**config.mk**
```make
export PLATFORM = sky130hd
export DESIGN_NAME = ppsa_cell
export DESIGN_NICKNAME = d
export VERILOG_FILES = /design/src/rtl/core/ppsa_pkg.sv /design/src/rtl/core/ppsa_cell.sv
export SDC_FILE = /design/constraint.sdc
export NUM_CORES = 1
export LEC_CHECK = 0
export ABC_AREA = 1
export ABC_CLOCK_PERIOD_IN_PS = 18600
export BUFFER_PORTS_ARGS = -buffer_cell sky130_fd_sc_hd__buf_2
export CORE_AREA = 2 2 222 224
export DETAILED_ROUTE_END_ITERATION = 8
export DIE_AREA = 0 0 224 226
export PLACE_DENSITY = 0.46
export SYNTH_ARGS = -nofsm -noshare
export SYNTH_HDL_FRONTEND = slang
export SYNTH_SLANG_ARGS = --single-unit
```
**constraint.sdc**
```tcl
create_clock -name clk -period 18.6 [get_ports clk]
set_input_delay 0 -clock clk [delete_from_list [all_inputs] [get_ports clk]]
set_output_delay 0 -clock clk [all_outputs]
set_load 0.005 [all_outputs]
```
**src/rtl/core/ppsa_pkg.sv**
```systemverilog
// shared types and constants for the particle pool spawn and age unit
`timescale 1ns / 1ps
package ppsa_pkg;
  localparam int LifeW = 30;
  localparam int AlphaW = 16;
  localparam int PosW = 32;
  localparam logic [AlphaW-1:0] ALPHA_FULL = 16'd32768;
  localparam logic OP_UPDATE = 1'b0;
  localparam logic OP_KILL = 1'b1;

  typedef struct packed {
    logic [LifeW-1:0] life;
    logic [AlphaW-1:0] alpha;
    logic [PosW-1:0] px;
    logic [PosW-1:0] py;
    logic [PosW-1:0] pz;
    logic [PosW-1:0] pw;
  } slot_t;

  typedef struct packed {
    logic shift;
    logic spawn_en;
    logic age_en;
    logic kill;
  } cell_ctl_t;

  function automatic logic [LifeW-1:0] class_life(input logic [2:0] cls);
    logic [LifeW-1:0] r;
    case (cls)
      3'd0: r = LifeW'(30 * 65536);
      3'd1: r = LifeW'(83 * 65536);
      3'd2: r = LifeW'(135 * 65536);
      3'd3: r = LifeW'(4000 * 65536);
      default: r = LifeW'(8000 * 65536);
    endcase
    return r;
  endfunction
endpackage

```
**src/rtl/core/ppsa_cell.sv**
```systemverilog
// one pool slot of the rotating slot ring
`timescale 1ns / 1ps
module ppsa_cell
  import ppsa_pkg::*;
(
  input  logic                clk,
  input  logic                rst,
  input  cell_ctl_t           ctl,
  input  slot_t               spawn_val,
  input  logic [23:0]         elapsed,
  input  logic [AlphaW-1:0]   fade,
  input  slot_t               prev,
  output slot_t               cur
);
  slot_t s, aged;
  logic [LifeW:0] ldiff;
  always_comb begin
    aged = prev;
    ldiff = {1'b0, prev.life} - {7'd0, elapsed};
    if (prev.life != '0) begin
      aged.life = ldiff[LifeW] || ldiff[LifeW-1:0] == '0 ? '0 : ldiff[LifeW-1:0];
      aged.alpha = prev.alpha > fade ? prev.alpha - fade : '0;
      if (aged.alpha == '0) aged.life = '0;
    end
  end
  // life kept under reset; payload plain
  always_ff @(posedge clk) begin
    if (rst) begin
      s.life <= '0;
    end else if (ctl.kill) begin
      s.life <= '0;
    end else if (ctl.spawn_en) begin
      s <= spawn_val;
    end else if (ctl.shift) begin
      s <= ctl.age_en ? aged : prev;
    end
  end
  assign cur = s;
endmodule

```
Word-level counts from Yosys, hierarchy flattened:

Cells that the tools add are included.

* bits of input ports: 394
* bits in writable memories: 0
* output and inout port bits: 174
* bits in read-only memories: 0
* bits in latches: 0
* logic and storage cells: 25
* memories kept: 0
* bits in registers: 174

* bitwise logic cells: 2
* multiplexer cells: 7
* div/mod/pow operators: 0
* shift operators: 0
* reductions and logical operators: 7
* add/sub/neg operators: 2
* equality and inequality tests: 0
* $lt $le $gt $ge: 1
* multipliers: 0

Operators with widths (number)
* 174-bit two-way mux: 3
* 30-bit two-way mux: 2
* 46-bit two-way mux: 1
* 30-bit by 24-bit subtractor with 31-bit output: 1
* 30-bit zero test: 1
* 30-bit nonzero test: 1
* 16-bit > comparator: 1
* 16-bit zero test: 1
* 16-bit two-way mux: 1
* 16-bit subtractor: 1
* 3-bit AND reduction: 1
* 1-bit inverter: 2
* 2-bit nonzero test: 1
* 2-bit OR reduction: 1
* 1-bit logical OR: 1

Longest topological paths before layout:

* word-level depth: 9
* depth in mapped cells: 23
* mapped depth without buffers: 22

Worst setup path before layout:

Ideal clock, no wire load.

* path kind: input -> register
* from: in ctl[0] in the netlist's numbering
* to: reg s, in the netlist cur[0] (enable)
* buffers on the path: 2
* data required time: 17.950 ns
* setup slack: 11.096 ns
* setup time: 0.650 ns
* arrival time: 6.854 ns
* stages on the path: 4
* cells stage by stage: or2_2 > dlymetal6s6s_1 > clkbuf_1 > nor2_1

* cells in the longest elaborated chain, start to end: 2

RTL lines
* start: declaration: line ppsa_cell.sv:8 `input cell_ctl_t ctl,`
* 1-bit inverter (no source line)
* 3-bit AND reduction (no source line)
* end signal: assignment: line ppsa_cell.sv:33 `s <= spawn_val;`
* end signal: assignment: line ppsa_cell.sv:35 `s <= ctl.age_en ? aged : prev;`
* end: declaration: line ppsa_cell.sv:15 `slot_t s, aged;`

No other way between the ends.
A chain may end at the register's enable or synchronous reset.

Worst setup path after layout:

* from: in prev[128] in the netlist's numbering
* to: reg s, in the netlist cur[154]

* cells in the longest elaborated chain, start to end: 8
* elaborated cells on any way between the ends: 9
* those cells by class: add/sub: 1; order compare: 1; mux: 6; reduce/logical: 1

RTL lines
* start: declaration: line ppsa_cell.sv:12 `input slot_t prev,`
* 16-bit subtractor / 16-bit > comparator (equally long branches): line ppsa_cell.sv:22 `aged.alpha = prev.alpha > fade ? prev.alpha - fade : '0;`
* 16-bit two-way mux (*): line ppsa_cell.sv:22
* 16-bit zero test (*): line ppsa_cell.sv:23 `if (aged.alpha == '0) aged.life = '0;`
* 30-bit two-way mux (*): line ppsa_cell.sv:23
* 46-bit two-way mux (*): line ppsa_cell.sv:20 `if (prev.life != '0) begin`
* 174-bit two-way mux (*): line ppsa_cell.sv:35
* 174-bit two-way mux (*): line ppsa_cell.sv:34 `end else if (ctl.shift) begin`
* 174-bit two-way mux (*): line ppsa_cell.sv:32 `end else if (ctl.spawn_en) begin`

Mark *: on every way between the ends. The rest lies on a longest branch, timed or not. The select of a mux whose other input is x is not followed.

==> metrics <==
startpoint type of the worst setup path=input port; RSZ-0062 raised after global routing=false; status=completed; Tcrit/Tclk final=18.1%; crit path max fanout=30; number of port buffers=567; worst setup path endpoint=cur[154]; leading area contributor after synthesis=edfxtp_1; post-synthesis cell type count=43; Post-Syn Nets=2229; Setup violations, final=0; Layout area overhead=59.8%; sequential standard cell area=4920 um^2; largest net degree at the start of global routing=83; Post-DP HPWL=47.4 mm; Multi-input gate area=6030 um^2; fraction of registers with async set/reset=0%; Peak Freq=0.297 GHz; Synth top area share=35.6%; total number of vias=14700; routability cong.=0.896; CTS tree=yes; Final Max Tran Viols=0; Max-Cap Viols=0; LEAKAGE=10.0 nW; Required @ worst endpoint=18.94 ns; first-pass GRT wire length=85.0 mm; drt first pass iters=7; Reg clk slew, reported paths=0.07 ns; max FFs per register=174; clock skew=0 ns; Max Buffers Root-to-Sink=2; gr usage total=22.9%; Slew headroom=37.1%; routed wire length=60.0 mm; share of cells above drive strength 1=24.6%; IO Pins=568; Top FF cell, synth=edfxtp_1; flop2flop setup slack=17.92 ns; Setup CP Type=in2reg; Post-Layout Cell Count=3291; Residual DRC=0; WL per Instance=18.2 um; Fin. Hold Viols=0; post-synthesis instance area=12200 um^2; Post-CTS Resized=0; Ys Warns=0; initial antenna violation count=17; clock sinks=174; Power per Cell Area=62.9 nW/um^2; hold_sp=prev[136]; Setup TNS Final=0 ns; DIE WIDTH=224 um; Min-Delay Path Class=in2reg; clk_lat worst skew=0.48 ns; Die Ht=226 um; Site Rows=81; post-route ant nets=0; R2R Path End=cur[156]; core box area=48300 um^2; Final Util=40.2%; FF-to-FF Start=cur[156]; PnR Total Power=1.22 mW; Starting Density=25.1%; grt ovf=0; Placed Cells=2925; die area=50600 um^2; drt via density=4.48; Mean Syn Cell Area=6.78 um^2; Clock Tree Root=clkbuf_16; vias in the first global route=14100; total CTS buffers=17; final instance area=19400 um^2; post-synthesis sequential area ratio=40.5%; Final min period=3.37 ns; Nets=3090; Slew @ Worst Pin=0.943 ns; CP arrival=3.71 ns; R2R cell count=2; Worst Setup SP=prev[128]; Seq cells post-synth=174; dpl cell area=15500 um^2; Iter 0 DRT Violations=857; htree depth=4; Worst setup EP type=flop; EDFF count, synth=144; fill count=5088; top cells by area, synth=edfxtp_1 (36%), nand2_1 (26%), inv_1 (6.3%), dfxtp_1 (4.9%), nor2_1 (4.5%); cells after synthesis=1793; worst vdd ir=62.8 uV
[layer usage]
| metal | wire length (um) | up-vias | track usage, % |
|---|---|---|---|
| li1 | - | 7322 | - |
| met1 | 24800 | 6714 | 27.5 |
| met2 | 27100 | 578 | 36.6 |
| met3 | 5150 | 117 | 7.62 |
| met4 | 2780 | 18 | 11.5 |
| met5 | 119 | - | 0 |
[how the worst min path moves through the flow]
stage | to | cells after the start
floorplan | cur[0] | 2
global placement | cur[62] | 3
detailed placement | cur[16] | 3
CTS | cur[159] | 5
global route | cur[173] | 5
finish | cur[136] | 3
[power breakdown]
group / switching [mW] / internal, mW / total, mW / leakage (nW)
Combinational: 0.207 / 0.172 / 0.380 / 8.17
Sequential: 0.00777 / 0.453 / 0.460 / 1.55
Clock: 0.171 / 0.211 / 0.382 / 0.280
Total: 0.386 / 0.836 / 1.22 / 10.0
[metrics by stage]
step	worst slack (ns)	hold slack (ns)
2_1_floorplan	11.10	0.179
3_3_place_gp	15.02	0.265
3_5_place_dp	14.97	0.267
4_1_cts	15.27	0.00461
5_1_grt	14.92	0.0387
6_report	15.23	0.0162
[cell type report]
| type | count | share of cell area, % |
|---|---|---|
| repair buffers | 907 | 32.1 |
| multi-input cells | 1325 | 31.0 |
| flip-flops and latches | 174 | 25.4 |
| inverters | 229 | 4.44 |
| well taps | 622 | 4.01 |
| clock buffers | 19 | 2.23 |
| clock inverters | 12 | 0.818 |
| diodes | 3 | 0.0386 |
[worst max-delay path: stages]
cell and delay, ns:
buf_2 0.11, inv_1 0.05, ha_1 0.13, inv_1 0.08, fa_1 0.44, nand3_1 0.11
nand3_2 0.13, nand2_2 0.11, nand2_4 0.07, nand2_4 0.06, a21oi_2 0.17, nand3_1 0.16
nand2_1 0.06, nor2_1 0.21, nand3_2 0.62, nand2_1 0.24, clkinv_1 0.08, nand3_1 0.08
nand2_1 0.10, nand2_1 0.07, dlygate4sd3_1 0.54, a21oi_1 0.06
[Yosys cell counts (3+ instances only)]
cell             n
buf_6            6
nand3_1         72
inv_1          204
nand4_1         15
ha_1            40
dfxtp_1         30
nor4_1           6
dlygate4sd3_1    4
nand2_1        826
edfxtp_1       144
o21ai_0         41
nor3_1           8
xnor2_1          7
nand2_2         18
clkinv_1        22
o21ai_1          3
and2_1           4
a21oi_2         12
buf_2            3
clkbuf_1        47
nor2_1         146
nor2_2           5
xor2_1           5
nand3b_1        13
a21oi_1         81
nand3_2          5
[timing repair]
| action | 4_1_cts | 5_1_grt |
|---|---|---|
| setup buffers | 0 | 0 |
| hold buffers | 332 | 0 |
| hold endpoints to repair | 174 | 0 |
[logic make-up after synthesis]
family          share of synthesized area [%]
simple gates                             37.8
buf+inv                                  10.0
flops                                    40.5
compound gates                           6.33
fa+ha+maj                                4.45
xor+xnor                                0.865
[cells in the final DEF (no fill, tap or decap), drive strengths merged, types with 15 or more instances in the layout]
cell,n
a21oi,93
inv,211
ha,40
nand2,846
edfxtp,144
clkbuf,19
nand3,78
clkinv,24
buf,575
dfxtp,30
nand4,15
dlygate4sd3,332
o21ai,45
nor2,153
(Power assumes the default switching activity.)
